$ cat src/rtl/gaze_error_deadzone_hysteresis_core_defines.svh
// Assertion macros shared by the gaze error deadzone core
`ifndef GAZE_ERROR_DEADZONE_HYSTERESIS_CORE_DEFINES_SVH
`define GAZE_ERROR_DEADZONE_HYSTERESIS_CORE_DEFINES_SVH

// check the consequent in the same cycle as the antecedent
`define GEDH_ASSERT_NOW(label, clk, rst_n, ante, cons) \
    label: assert property (@(posedge clk) disable iff (!rst_n) (ante) |-> (cons)) \
        else $error("gedh: same-cycle check failed");

// check the consequent in the cycle after the antecedent
`define GEDH_ASSERT_NEXT(label, clk, rst_n, ante, cons) \
    label: assert property (@(posedge clk) disable iff (!rst_n) (ante) |=> (cons)) \
        else $error("gedh: next-cycle check failed");

`endif

$ cat src/rtl/gedh_pkg.sv
// Shared types and constants of the gaze error deadzone core
package gedh_pkg;

    localparam int THR_W      = 23;
    localparam int TIME_W     = 32;
    localparam int CFG_DATA_W = 32;
    localparam int CFG_IDX_W  = 2;

    localparam logic [CFG_IDX_W-1:0] CFG_ZONE_RADIUS    = 2'd0;
    localparam logic [CFG_IDX_W-1:0] CFG_EXIT_THRESHOLD = 2'd1;
    localparam logic [CFG_IDX_W-1:0] CFG_MIN_DWELL      = 2'd2;

    localparam logic [THR_W-1:0]  ZONE_RADIUS_RST    = 23'd20972;
    localparam logic [THR_W-1:0]  EXIT_THRESHOLD_RST = 23'd125829;
    localparam logic [TIME_W-1:0] MIN_DWELL_RST      = 32'd500000;

    typedef enum logic [3:0] {
        ST_IDLE,
        ST_SQUARE,
        ST_THRESH,
        ST_COMPARE,
        ST_DECIDE,
        ST_ROOT,
        ST_SCALE,
        ST_LOAD,
        ST_DIVIDE,
        ST_FINISH,
        ST_OUTPUT
    } t_state;

    typedef struct packed {
        logic load_in;
        logic square;
        logic thresh;
        logic compare;
        logic hold;
        logic load_timer;
        logic root_init;
        logic root_step;
        logic scale;
        logic div_load;
        logic div_step;
        logic finish;
        logic load_out;
    } t_cmd;

    typedef struct packed {
        logic above_r;
        logic above_e;
        logic dwell_zero;
        logic dwell_met;
    } t_status;

endpackage

$ cat src/rtl/gedh_ctrl.sv
// Sequencer and zone/timer flags of the gaze error deadzone core
`include "gaze_error_deadzone_hysteresis_core_defines.svh"

module gedh_ctrl #(
    parameter int COMP_WIDTH = 24
) (
    input  logic             i_clk,
    input  logic             i_rst_n,
    input  logic             i_in_valid,
    output logic             o_in_stall,
    output logic             o_out_valid,
    input  logic             i_out_stall,
    output gedh_pkg::t_cmd   o_cmd,
    input  gedh_pkg::t_status i_status
);
    import gedh_pkg::*;

    localparam int NUM_W = COMP_WIDTH + THR_W;
    localparam int CNT_W = $clog2(NUM_W);

    t_state            r_state, n_state;
    logic [CNT_W-1:0]  r_cnt, n_cnt;
    logic              r_in_zone, n_in_zone;
    logic              r_timer_armed, n_timer_armed;
    logic              r_out_valid, n_out_valid;
    t_cmd              cmd;
    logic              exit_hi, stay_out, enough;

    always_ff @(posedge i_clk) begin
        if (!i_rst_n) begin
            r_state       <= ST_IDLE;
            r_cnt         <= '0;
            r_in_zone     <= 1'b0;
            r_timer_armed <= 1'b0;
            r_out_valid   <= 1'b0;
        end else begin
            r_state       <= n_state;
            r_cnt         <= n_cnt;
            r_in_zone     <= n_in_zone;
            r_timer_armed <= n_timer_armed;
            r_out_valid   <= n_out_valid;
        end
    end

    assign exit_hi  = r_in_zone && i_status.above_e;
    assign stay_out = !r_in_zone && i_status.above_r;
    assign enough   = i_status.dwell_zero || (r_timer_armed && i_status.dwell_met);

    always_comb begin
        n_state       = r_state;
        n_cnt         = r_cnt;
        n_in_zone     = r_in_zone;
        n_timer_armed = r_timer_armed;
        cmd           = '0;
        case (r_state)
            ST_IDLE: begin
                if (i_in_valid) begin
                    cmd.load_in = 1'b1;
                    n_state     = ST_SQUARE;
                end
            end
            ST_SQUARE: begin
                cmd.square = 1'b1;
                n_state    = ST_THRESH;
            end
            ST_THRESH: begin
                cmd.thresh = 1'b1;
                n_state    = ST_COMPARE;
            end
            ST_COMPARE: begin
                cmd.compare = 1'b1;
                n_state     = ST_DECIDE;
            end
            ST_DECIDE: begin
                if ((exit_hi && enough) || stay_out) begin
                    n_in_zone     = 1'b0;
                    n_timer_armed = 1'b0;
                    cmd.root_init = 1'b1;
                    n_cnt         = CNT_W'(COMP_WIDTH - 1);
                    n_state       = ST_ROOT;
                end else begin
                    n_in_zone = 1'b1;
                    if (exit_hi && !r_timer_armed) begin
                        n_timer_armed  = 1'b1;
                        cmd.load_timer = 1'b1;
                    end
                    if (!exit_hi) begin
                        n_timer_armed = 1'b0;
                    end
                    cmd.hold = 1'b1;
                    n_state  = ST_OUTPUT;
                end
            end
            ST_ROOT: begin
                cmd.root_step = 1'b1;
                if (r_cnt == '0) begin
                    n_state = ST_SCALE;
                end else begin
                    n_cnt = r_cnt - 1'b1;
                end
            end
            ST_SCALE: begin
                cmd.scale = 1'b1;
                n_state   = ST_LOAD;
            end
            ST_LOAD: begin
                cmd.div_load = 1'b1;
                n_cnt        = CNT_W'(NUM_W - 1);
                n_state      = ST_DIVIDE;
            end
            ST_DIVIDE: begin
                cmd.div_step = 1'b1;
                if (r_cnt == '0) begin
                    n_state = ST_FINISH;
                end else begin
                    n_cnt = r_cnt - 1'b1;
                end
            end
            ST_FINISH: begin
                cmd.finish = 1'b1;
                n_state    = ST_OUTPUT;
            end
            ST_OUTPUT: begin
                if (!r_out_valid || !i_out_stall) begin
                    cmd.load_out = 1'b1;
                    n_state      = ST_IDLE;
                end
            end
            default: begin
                n_state = ST_IDLE;
            end
        endcase
    end

    assign n_out_valid = cmd.load_out || (r_out_valid && i_out_stall);
    assign o_cmd       = cmd;
    assign o_in_stall  = (r_state != ST_IDLE);
    assign o_out_valid = r_out_valid;

    `GEDH_ASSERT_NEXT(a_accept_starts, i_clk, i_rst_n, (r_state == ST_IDLE) && i_in_valid, r_state == ST_SQUARE)
    `GEDH_ASSERT_NOW(a_armed_in_zone, i_clk, i_rst_n, r_timer_armed, r_in_zone)
    `GEDH_ASSERT_NOW(a_root_left_zone, i_clk, i_rst_n, r_state == ST_ROOT, !r_in_zone && !r_timer_armed)
    `GEDH_ASSERT_NOW(a_beat_from_output, i_clk, i_rst_n, $rose(r_out_valid), $past(r_state) == ST_OUTPUT)

endmodule

$ cat src/rtl/gedh_datapath.sv
// Squares, thresholds, bit-serial root, two-lane divider and result registers
module gedh_datapath #(
    parameter int COMP_WIDTH = 24
) (
    input  logic                                i_clk,
    input  logic                                i_rst_n,
    input  logic                                i_cfg_we,
    input  logic [gedh_pkg::CFG_IDX_W-1:0]      i_cfg_idx,
    input  logic [gedh_pkg::CFG_DATA_W-1:0]     i_cfg_data,
    input  logic signed [COMP_WIDTH-1:0]        i_err_x,
    input  logic signed [COMP_WIDTH-1:0]        i_err_y,
    input  logic [gedh_pkg::TIME_W-1:0]         i_now_us,
    input  gedh_pkg::t_cmd                      i_cmd,
    output gedh_pkg::t_status                   o_status,
    output logic signed [COMP_WIDTH-1:0]        o_out_x,
    output logic signed [COMP_WIDTH-1:0]        o_out_y,
    output logic                                o_zone_active
);
    import gedh_pkg::*;

    localparam int CW  = COMP_WIDTH;
    localparam int MW  = (CW > THR_W) ? CW : THR_W;
    localparam int PW  = 2 * MW;
    localparam int SW  = 2 * CW;
    localparam int NW  = CW + THR_W;
    localparam int RSW = NW + 2;

    logic [THR_W-1:0]  r_zone_radius;
    logic [THR_W-1:0]  r_exit_threshold;
    logic [TIME_W-1:0] r_min_dwell;
    logic [TIME_W-1:0] r_timer_start;

    logic [CW-1:0]     r_x, r_y;
    logic [TIME_W-1:0] r_now;
    logic [PW-1:0]     r_p [2];
    logic [SW-1:0]     r_sq;
    logic              r_above_r, r_above_e, r_dwell_met;
    logic [CW+1:0]     r_rem_root;
    logic [CW-1:0]     r_root;
    logic [NW-1:0]     r_num [2];
    logic [CW:0]       r_drem [2];
    logic [CW-1:0]     r_res_x, r_res_y;
    logic              r_res_zone;
    logic [CW-1:0]     r_out_x, r_out_y;
    logic              r_out_zone;

    logic [CW-1:0]     comp [2];
    logic [CW-1:0]     mag [2];
    logic [MW-1:0]     op_a [2];
    logic [MW-1:0]     op_b [2];
    logic [PW-1:0]     prod [2];
    logic [TIME_W-1:0] elapsed;
    logic [CW+1:0]     rem_sh, trial;
    logic              root_ge;
    logic [CW:0]       drem_sh [2];
    logic              div_ge [2];
    logic [RSW-1:0]    cext [2];
    logic [RSW-1:0]    qext [2];
    logic [RSW-1:0]    diff [2];
    logic [RSW-CW:0]   diff_hi [2];
    logic [CW-1:0]     sat [2];

    always_ff @(posedge i_clk) begin
        if (!i_rst_n) begin
            r_zone_radius    <= ZONE_RADIUS_RST;
            r_exit_threshold <= EXIT_THRESHOLD_RST;
            r_min_dwell      <= MIN_DWELL_RST;
            r_timer_start    <= '0;
        end else begin
            if (i_cfg_we) begin
                case (i_cfg_idx)
                    CFG_ZONE_RADIUS:    r_zone_radius    <= i_cfg_data[THR_W-1:0];
                    CFG_EXIT_THRESHOLD: r_exit_threshold <= i_cfg_data[THR_W-1:0];
                    CFG_MIN_DWELL:      r_min_dwell      <= i_cfg_data[TIME_W-1:0];
                    default: ;
                endcase
            end
            if (i_cmd.load_timer) begin
                r_timer_start <= r_now;
            end
        end
    end

    always_comb begin
        comp[0] = r_x;
        comp[1] = r_y;
        for (int i = 0; i < 2; i++) begin
            mag[i]  = comp[i][CW-1] ? (~comp[i] + 1'b1) : comp[i];
            op_a[i] = MW'(mag[i]);
            op_b[i] = MW'(mag[i]);
            if (i_cmd.scale) begin
                op_b[i] = MW'(r_zone_radius);
            end
        end
        if (i_cmd.thresh) begin
            op_a[0] = MW'(r_zone_radius);
            op_b[0] = MW'(r_zone_radius);
            op_a[1] = MW'(r_exit_threshold);
            op_b[1] = MW'(r_exit_threshold);
        end
        for (int i = 0; i < 2; i++) begin
            prod[i] = PW'(op_a[i]) * PW'(op_b[i]);
        end
    end

    assign elapsed = r_now - r_timer_start;

    assign rem_sh  = {r_rem_root[CW-1:0], r_sq[SW-1:SW-2]};
    assign trial   = {r_root, 2'b01};
    assign root_ge = (rem_sh >= trial);

    always_comb begin
        for (int i = 0; i < 2; i++) begin
            drem_sh[i] = {r_drem[i][CW-1:0], r_num[i][NW-1]};
            div_ge[i]  = (drem_sh[i] >= {1'b0, r_root});
            cext[i]    = {{(RSW-CW){comp[i][CW-1]}}, comp[i]};
            qext[i]    = {2'b00, r_num[i]};
            diff[i]    = comp[i][CW-1] ? (cext[i] + qext[i]) : (cext[i] - qext[i]);
            diff_hi[i] = diff[i][RSW-1:CW-1];
            if ((&diff_hi[i]) || !(|diff_hi[i])) begin
                sat[i] = diff[i][CW-1:0];
            end else if (diff[i][RSW-1]) begin
                sat[i] = {1'b1, {(CW-1){1'b0}}};
            end else begin
                sat[i] = {1'b0, {(CW-1){1'b1}}};
            end
        end
    end

    always_ff @(posedge i_clk) begin
        if (i_cmd.load_in) begin
            r_x   <= i_err_x;
            r_y   <= i_err_y;
            r_now <= i_now_us;
        end
        if (i_cmd.square || i_cmd.thresh || i_cmd.scale) begin
            r_p[0] <= prod[0];
            r_p[1] <= prod[1];
        end
        if (i_cmd.thresh) begin
            r_sq <= r_p[0][SW-1:0] + r_p[1][SW-1:0];
        end else if (i_cmd.root_step) begin
            r_sq <= {r_sq[SW-3:0], 2'b00};
        end
        if (i_cmd.compare) begin
            r_above_r   <= (PW'(r_sq) > r_p[0]);
            r_above_e   <= (PW'(r_sq) > r_p[1]);
            r_dwell_met <= (elapsed >= r_min_dwell);
        end
        if (i_cmd.root_init) begin
            r_rem_root <= '0;
            r_root     <= '0;
        end else if (i_cmd.root_step) begin
            r_rem_root <= root_ge ? (rem_sh - trial) : rem_sh;
            r_root     <= {r_root[CW-2:0], root_ge};
        end
        for (int i = 0; i < 2; i++) begin
            if (i_cmd.div_load) begin
                r_num[i]  <= r_p[i][NW-1:0] + NW'(r_root[CW-1:1]);
                r_drem[i] <= '0;
            end else if (i_cmd.div_step) begin
                r_num[i]  <= {r_num[i][NW-2:0], div_ge[i]};
                r_drem[i] <= div_ge[i] ? (drem_sh[i] - {1'b0, r_root}) : drem_sh[i];
            end
        end
        if (i_cmd.hold) begin
            r_res_x    <= '0;
            r_res_y    <= '0;
            r_res_zone <= 1'b1;
        end else if (i_cmd.finish) begin
            r_res_x    <= sat[0];
            r_res_y    <= sat[1];
            r_res_zone <= 1'b0;
        end
        if (i_cmd.load_out) begin
            r_out_x    <= r_res_x;
            r_out_y    <= r_res_y;
            r_out_zone <= r_res_zone;
        end
    end

    assign o_status.above_r    = r_above_r;
    assign o_status.above_e    = r_above_e;
    assign o_status.dwell_zero = (r_min_dwell == '0);
    assign o_status.dwell_met  = r_dwell_met;

    assign o_out_x       = r_out_x;
    assign o_out_y       = r_out_y;
    assign o_zone_active = r_out_zone;

endmodule

$ cat src/rtl/gaze_error_deadzone_hysteresis_core.sv
// Radial deadzone with hysteresis and dwell time: top level
// The shrunk path runs through the bit-serial square root and the restoring divider,
// both lanes side by side; one item at a time, next beat accepted in the cycle after
// the result loads. Synchronous active-low reset clears zone, timer and handshake
// state and restores register defaults.
module gaze_error_deadzone_hysteresis_core #(
    parameter int COMP_WIDTH = 24
) (
    input  logic                            i_clk,
    input  logic                            i_rst_n,
    input  logic                            i_valid,
    output logic                            o_stall,
    input  logic signed [COMP_WIDTH-1:0]    i_err_x,
    input  logic signed [COMP_WIDTH-1:0]    i_err_y,
    input  logic [gedh_pkg::TIME_W-1:0]     i_now_us,
    output logic                            o_valid,
    input  logic                            i_stall,
    output logic signed [COMP_WIDTH-1:0]    o_out_x,
    output logic signed [COMP_WIDTH-1:0]    o_out_y,
    output logic                            o_zone_active,
    input  logic                            i_cfg_we,
    input  logic [gedh_pkg::CFG_IDX_W-1:0]  i_cfg_idx,
    input  logic [gedh_pkg::CFG_DATA_W-1:0] i_cfg_data
);
    import gedh_pkg::*;

    t_cmd    cmd;
    t_status status;

    gedh_ctrl #(
        .COMP_WIDTH (COMP_WIDTH)
    ) u_ctrl (
        .i_clk       (i_clk),
        .i_rst_n     (i_rst_n),
        .i_in_valid  (i_valid),
        .o_in_stall  (o_stall),
        .o_out_valid (o_valid),
        .i_out_stall (i_stall),
        .o_cmd       (cmd),
        .i_status    (status)
    );

    gedh_datapath #(
        .COMP_WIDTH (COMP_WIDTH)
    ) u_datapath (
        .i_clk         (i_clk),
        .i_rst_n       (i_rst_n),
        .i_cfg_we      (i_cfg_we),
        .i_cfg_idx     (i_cfg_idx),
        .i_cfg_data    (i_cfg_data),
        .i_err_x       (i_err_x),
        .i_err_y       (i_err_y),
        .i_now_us      (i_now_us),
        .i_cmd         (cmd),
        .o_status      (status),
        .o_out_x       (o_out_x),
        .o_out_y       (o_out_y),
        .o_zone_active (o_zone_active)
    );

endmodule
$ cat config.mk
export PLATFORM = sky130hd
export DESIGN_NAME = gaze_error_deadzone_hysteresis_core
export DESIGN_NICKNAME = d
export VERILOG_FILES = /design/src/rtl/gedh_pkg.sv /design/src/rtl/gedh_ctrl.sv /design/src/rtl/gedh_datapath.sv /design/src/rtl/gaze_error_deadzone_hysteresis_core.sv
export VERILOG_INCLUDE_DIRS = /design/src /design/src/rtl
export SDC_FILE = /design/constraint.sdc
export NUM_CORES = 2
export LEC_CHECK = 0
export BUFFER_PORTS_ARGS = -buffer_cell sky130_fd_sc_hd__buf_2
export CAP_MARGIN = 20
export CORE_ASPECT_RATIO = 0.75
export CORE_MARGIN = 2
export CORE_UTILIZATION = 45
export DETAILED_ROUTE_END_ITERATION = 12
export PLACE_DENSITY = 0.64
export SYNTH_ARGS = -nofsm -noshare
export SYNTH_HDL_FRONTEND = slang
export SYNTH_SLANG_ARGS = --single-unit
$ cat constraint.sdc
create_clock -name i_clk -period 23.7 [get_ports i_clk]
set_input_delay 4.74 -clock i_clk [delete_from_list [all_inputs] [get_ports i_clk]]
set_output_delay 4.74 -clock i_clk [all_outputs]
set_load 0.03 [all_outputs]
# Word level (Yosys, flattened, before mapping)
# Memories as Yosys holds them, arrays and structs flattened.
# Cells that the tools add are included.
# op_classes
reduce_logical	38
n_mux	57
n_eq_ne	19
add_sub_neg	14
n_bitwise	6
order_cmp	6
multipliers	2
# ops
cell	n
$mux 24	9
$mux 48	4
$mux 25	4
$add 24x48->49	2
$mux 49	2
$sub 24x48->49	2
$gt 48x48->1	2
$mul 24x24->48	2
$add 47x23->47	2
$mux 47	2
$reduce_and 26->1	2
$reduce_or 26->1	2
$ge 25x24->1	2
$sub 25x24->25	2
$add 24x1->24 const B	2
$add 48x48->48	1
$not 24->24	2
$pmux 4 s11	1
$ge 32x32->1	1
$logic_not 32->1	1
$sub 32x32->32	1
$ge 26x26->1	1
$mux 1	25
$sub 24x24->24	1
29 further kinds	67
# word_totals
ram_bits	240
register_bits	400
n_memories	3
out_inout_bits	51
word_cells	169
# memory_table
name	words	word_bits	rd	rd_ports_with_merged_regs	write_ports	line_no	rtl
u_datapath.r_p	2	48	2	0	2	gedh_datapath.sv:35	logic [PW-1:0] r_p [2];
u_datapath.r_num	2	47	2	0	2	gedh_datapath.sv:40	logic [NW-1:0] r_num [2];
u_datapath.r_drem	2	25	2	0	2	gedh_datapath.sv:41	logic [CW:0] r_drem [2];

# Depth between registers and ports, before layout
# An unclocked memory read counts as a cell.
# depth
depth_word	7
depth_mapped	40

# By module
# Synthesis repeated with hierarchy kept, for this count alone.
# unflattened
cells_unflattened	9226
hier_area_um2	81712.1
# modules_own_cells
module	area_each_um2	seq_area_each_um2	instances	cells_per_inst
gedh_datapath	80818.8	16696.0	1	9104
gedh_ctrl	893.4	260.2	1	122

# Least setup slack after synthesis
# OpenSTA, ideal clock, no wires.
# synth_timing
path_type	register to register
startpoint	register u_datapath.r_y[23]
endpoint	memory u_datapath.r_p[0][95] in the netlist's numbering (data pin)
t_required_ps	23441
stages_incl_launch_ff	37
period_less_slack_ps	9716
setup_ps	259
setup_slack_ps	13984
arrival_time_ps	9457
path_buffers	7
path_cell_list	edfxtp_1 -> clkbuf_1 -> clkbuf_1 -> clkbuf_1 -> clkbuf_1 -> clkbuf_1 -> clkbuf_1 -> mux2i_1 -> nand2_1 -> o21ai_1 -> clkbuf_1 -> nor2_1 -> fa_1 -> fa_1 -> fa_1 -> fa_1 -> inv_1 -> fa_1 -> fa_1 -> inv_1 -> fa_1 -> ha_1 -> o21a_1 -> o21ai_0 -> o21ai_0 -> o21a_1 -> o211ai_1 -> a31o_2 -> o311ai_0 -> o221ai_1 -> a21oi_1 -> a211oi_1 -> o21ai_0 -> a211o_1 -> nand3_1 -> a21oi_1 -> xnor2_1
# synth_rtl
item	line_no	rtl
from (decl)	gedh_datapath.sv:33	logic [CW-1:0] r_x, r_y;
from (signal assigned)	gedh_datapath.sv:133	r_y <= i_err_y;
to (decl)	gedh_datapath.sv:35	

==> flow_metrics.tcl <==
set metrics [dict create \
    finish.net_count 11100 \
    number_of_enable_flip_flop_cells_after_synthesis 418 \
    dr_total_vias 67400 \
    io_buffer_count 169 \
    firstDrtPassIters 10 \
    synth-warning-count 0 \
    post_cts.resized_instances 0 \
    timing.critical_path.slowest_cell_delay_ps 860 \
    grt_max_degree 124 \
    cts.root.buffer_cell "clkbuf_16" \
    final_antenna_net_count 0 \
    hp-class "flip-flop to flip-flop" \
    floorplan.core_area_um2 178000 \
    routed_wirelength_um 274000 \
    cts_post_setup_buffers_inserted 0 \
    setup_tns_final_ps 0 \
    die_width_um 493 \
    mostFrequentLayoutCell "nand2_1" \
    stdcell_area_um2 87100 \
    maximum_clock_frequency_mhz 80.2 \
    place_worst_setup_slack_ps 11720 \
    starting_density_of_the_core 0.453 \
    run_status "finished, violations left" \
    drt-vias-per-instance 5.74 \
    grt_overflow_total 0 \
    grt_pass1_vias 65100 \
    cp_data_arrival_time_ps 12910 \
    final-hold-violation-count 0 \
    timing.critical_path.from_type "flip-flop" \
    grt_usage 0.298 \
    routed_wire_length_per_instance_um 23.3 \
    critical_path.endpoint_type "flip-flop" \
    area.growth.synth_to_final_pct 7.91 \
    max_slew_margin 0.183 \
    die_h_um 371 \
    synth-async-reset-ratio 0 \
    violations "design-rule violations" \
    synth_top_flop_cell "edfxtp_1" \
    fin_worst_skew_ps 31.8 \
    period_needed_ps 12470 \
    timing.critical_path.fanout_max 8 \
    cp_data_required_time_ps 24130 \
    pin_count 170 \
    drt_first_iter_violations 6994 \
    seq_area_frac_synth 0.210 \
    setup_violations 0 \
    netlist_area_um2 80700 \
    grt_setup_unrepaired "false" \
    worstSkewPairLatency_ps 700 \
    layout-drive-gt1-share 0.0591 \
    post-route-period-util 0.526 \
    die-area_um2 183000 \
    cts_tree "built" \
    critical_path.most_common_cell "fa_1" \
    ws_path_type "flip-flop to flip-flop" \
    cts-root-to-sink-buffers 3 \
    cts_hold_buffers 0 \
    critPathSlowestCell "nor2b_1" \
    cts.sinks 638 \
    cts_h_tree_lvls 3 \
    placementRows 134 \
    antenna_found_initial 17 \
    synth_area_per_cell_um2 8.72 \
    postSynthCellCount 9260 \
    clk_pin_slew_worst_paths_ps 70 \
    worst_slack_ps 11230 \
    synth.distinct_cells 91 \
    detailed_place_hpwl_um 220000 \
    worst_slew_pin_slew_ps 1220 \
    synth_seq_cells 638 \
    grt_first_pass_wirelength_um 410000 \
    dr_drc_count 38 \
    final_cell_mix "1404 x nand2_1, 1310 x inv_1, 972 x fa_1" \
    timing.final.max_slew_violations 0 \
    maxCapViolations 0 \
    place.gp.congestion 0.972 \
    cts_buffers 74 \
    place_area_um2 84500 \
]
-- worst paths after layout --
| path | cells after the start | slack (ps) | startpoint | end |
|---|---|---|---|---|
| hold reg to reg | 0 | 430 | u_datapath.r_res_x[8]$_SDFFE_PP0P_ | u_datapath.o_out_x[8]$_DFFE_PP_ |
| setup / recovery | 35 | 11230 | u_datapath.r_y[2]$_DFFE_PP_ | u_datapath.r_p[0][95]$_DFFE_PP_ |
| setup reg to reg | 35 | 11230 | u_datapath.r_y[2]$_DFFE_PP_ | u_datapath.r_p[0][95]$_DFFE_PP_ |
| hold / removal | 0 | 430 | u_datapath.r_res_x[8]$_SDFFE_PP0P_ | u_datapath.o_out_x[8]$_DFFE_PP_ |
-- registers in the layout, indices dropped and copies added, names as in the netlist, 24 cells and up --
signal                    flops
u_datapath.r_sq              48
u_datapath.r_p               96
u_datapath.r_root            24
u_datapath.r_res_y           24
u_datapath.r_now             32
u_datapath.r_x               24
u_datapath.r_drem            48
u_datapath.o_out_x           24
u_datapath.r_timer_start     32
u_datapath.r_min_dwell       32
u_datapath.r_num             94
u_datapath.r_rem_root        24
u_datapath.r_res_x           24
u_datapath.r_y               24
u_datapath.o_out_y           24
-- worst max-delay path: cells and delay by family (launching register included) --
family / cells / cell delay, ps
fa+ha+maj: 8 / 3980
compound gates: 11 / 3570
simple gates: 9 / 3620
flops: 1 / 490
xor+xnor: 2 / 240
buf+inv: 5 / 280
-- per-stage QoR --
step,hold WS [ps],utilization,cells
2_1_floorplan,400,-,9280
3_3_place_gp,411,0.475,11600
3_5_place_dp,411,0.475,11600
4_1_cts,423,0.489,11700
5_1_grt,444,0.489,11800
6_report,428,0.489,11800
-- cell usage after synthesis (15+ instances only) --
master | number | area share
ha_1 | 726 | 0.11
o21ai_1 | 55 | 0.0034
inv_1 | 1310 | 0.061
o31ai_1 | 39 | 0.0036
fa_1 | 972 | 0.24
a21oi_1 | 387 | 0.024
and3_1 | 48 | 0.0037
o21a_1 | 122 | 0.011
a21o_1 | 145 | 0.013
nand3_1 | 131 | 0.0081
nor2_1 | 793 | 0.037
mux2_2 | 15 | 0.0021
or4_1 | 30 | 0.0028
dfxtp_1 | 220 | 0.055
o41ai_1 | 25 | 0.0027
nor4_1 | 59 | 0.0046
a211oi_1 | 58 | 0.0054
edfxtp_1 | 418 | 0.16
a31oi_1 | 35 | 0.0027
nor3_1 | 182 | 0.011
nand4_1 | 72 | 0.0056
clkbuf_1 | 321 | 0.015
nand2b_1 | 92 | 0.0071
nor2b_1 | 81 | 0.0063
nand2_1 | 1407 | 0.065
xnor2_1 | 288 | 0.031
or3_1 | 43 | 0.0033
and2_1 | 81 | 0.0063
o22ai_1 | 41 | 0.0032
a21boi_0 | 113 | 0.011
o211ai_1 | 34 | 0.0032
mux2i_1 | 63 | 0.0078
xor2_1 | 191 | 0.021
buf_1 | 21 | 0.00098
o21ai_0 | 354 | 0.022
a31o_2 | 15 | 0.0016
o21bai_1 | 31 | 0.0029
or2_2 | 36 | 0.0028
-- kinds of logic (layout without fill, tap and decap cells) --
family,after synthesis,in the layout,synth area share
simple gates,3121,3121,0.171
buf+inv,1656,1753,0.0772
xor+xnor,479,479,0.0520
fa+ha+maj,1698,1698,0.354
mux,78,78,0.00991
other cells,2,23,0.0000930
flops,638,638,0.210
compound gates,1588,1588,0.126
-- routing by layer --
layer	share of wire	global-route usage	vias to the layer above
met1	0.44	0.437	33200
met3	0.12	0.0964	418
li1	-	-	30600
met5	0.00029	0	-
met2	0.40	0.410	3236
met4	0.035	0.0964	12
-- cell type report --
cell class	count	area (um2)
Fill cell	16900	91000
Multi-Input combinational cell	6986	57800
Sequential cell	638	17000
Inverter	1312	4920
Tap cell	2380	2980
Clock buffer	98	2090
Timing Repair Buffer	307	1920
Clock inverter	36	390
Antenna cell	1	2.50
Power is not shown: default switching activity piles up to over one toggle a cycle in this logic, so the estimate is an artifact.
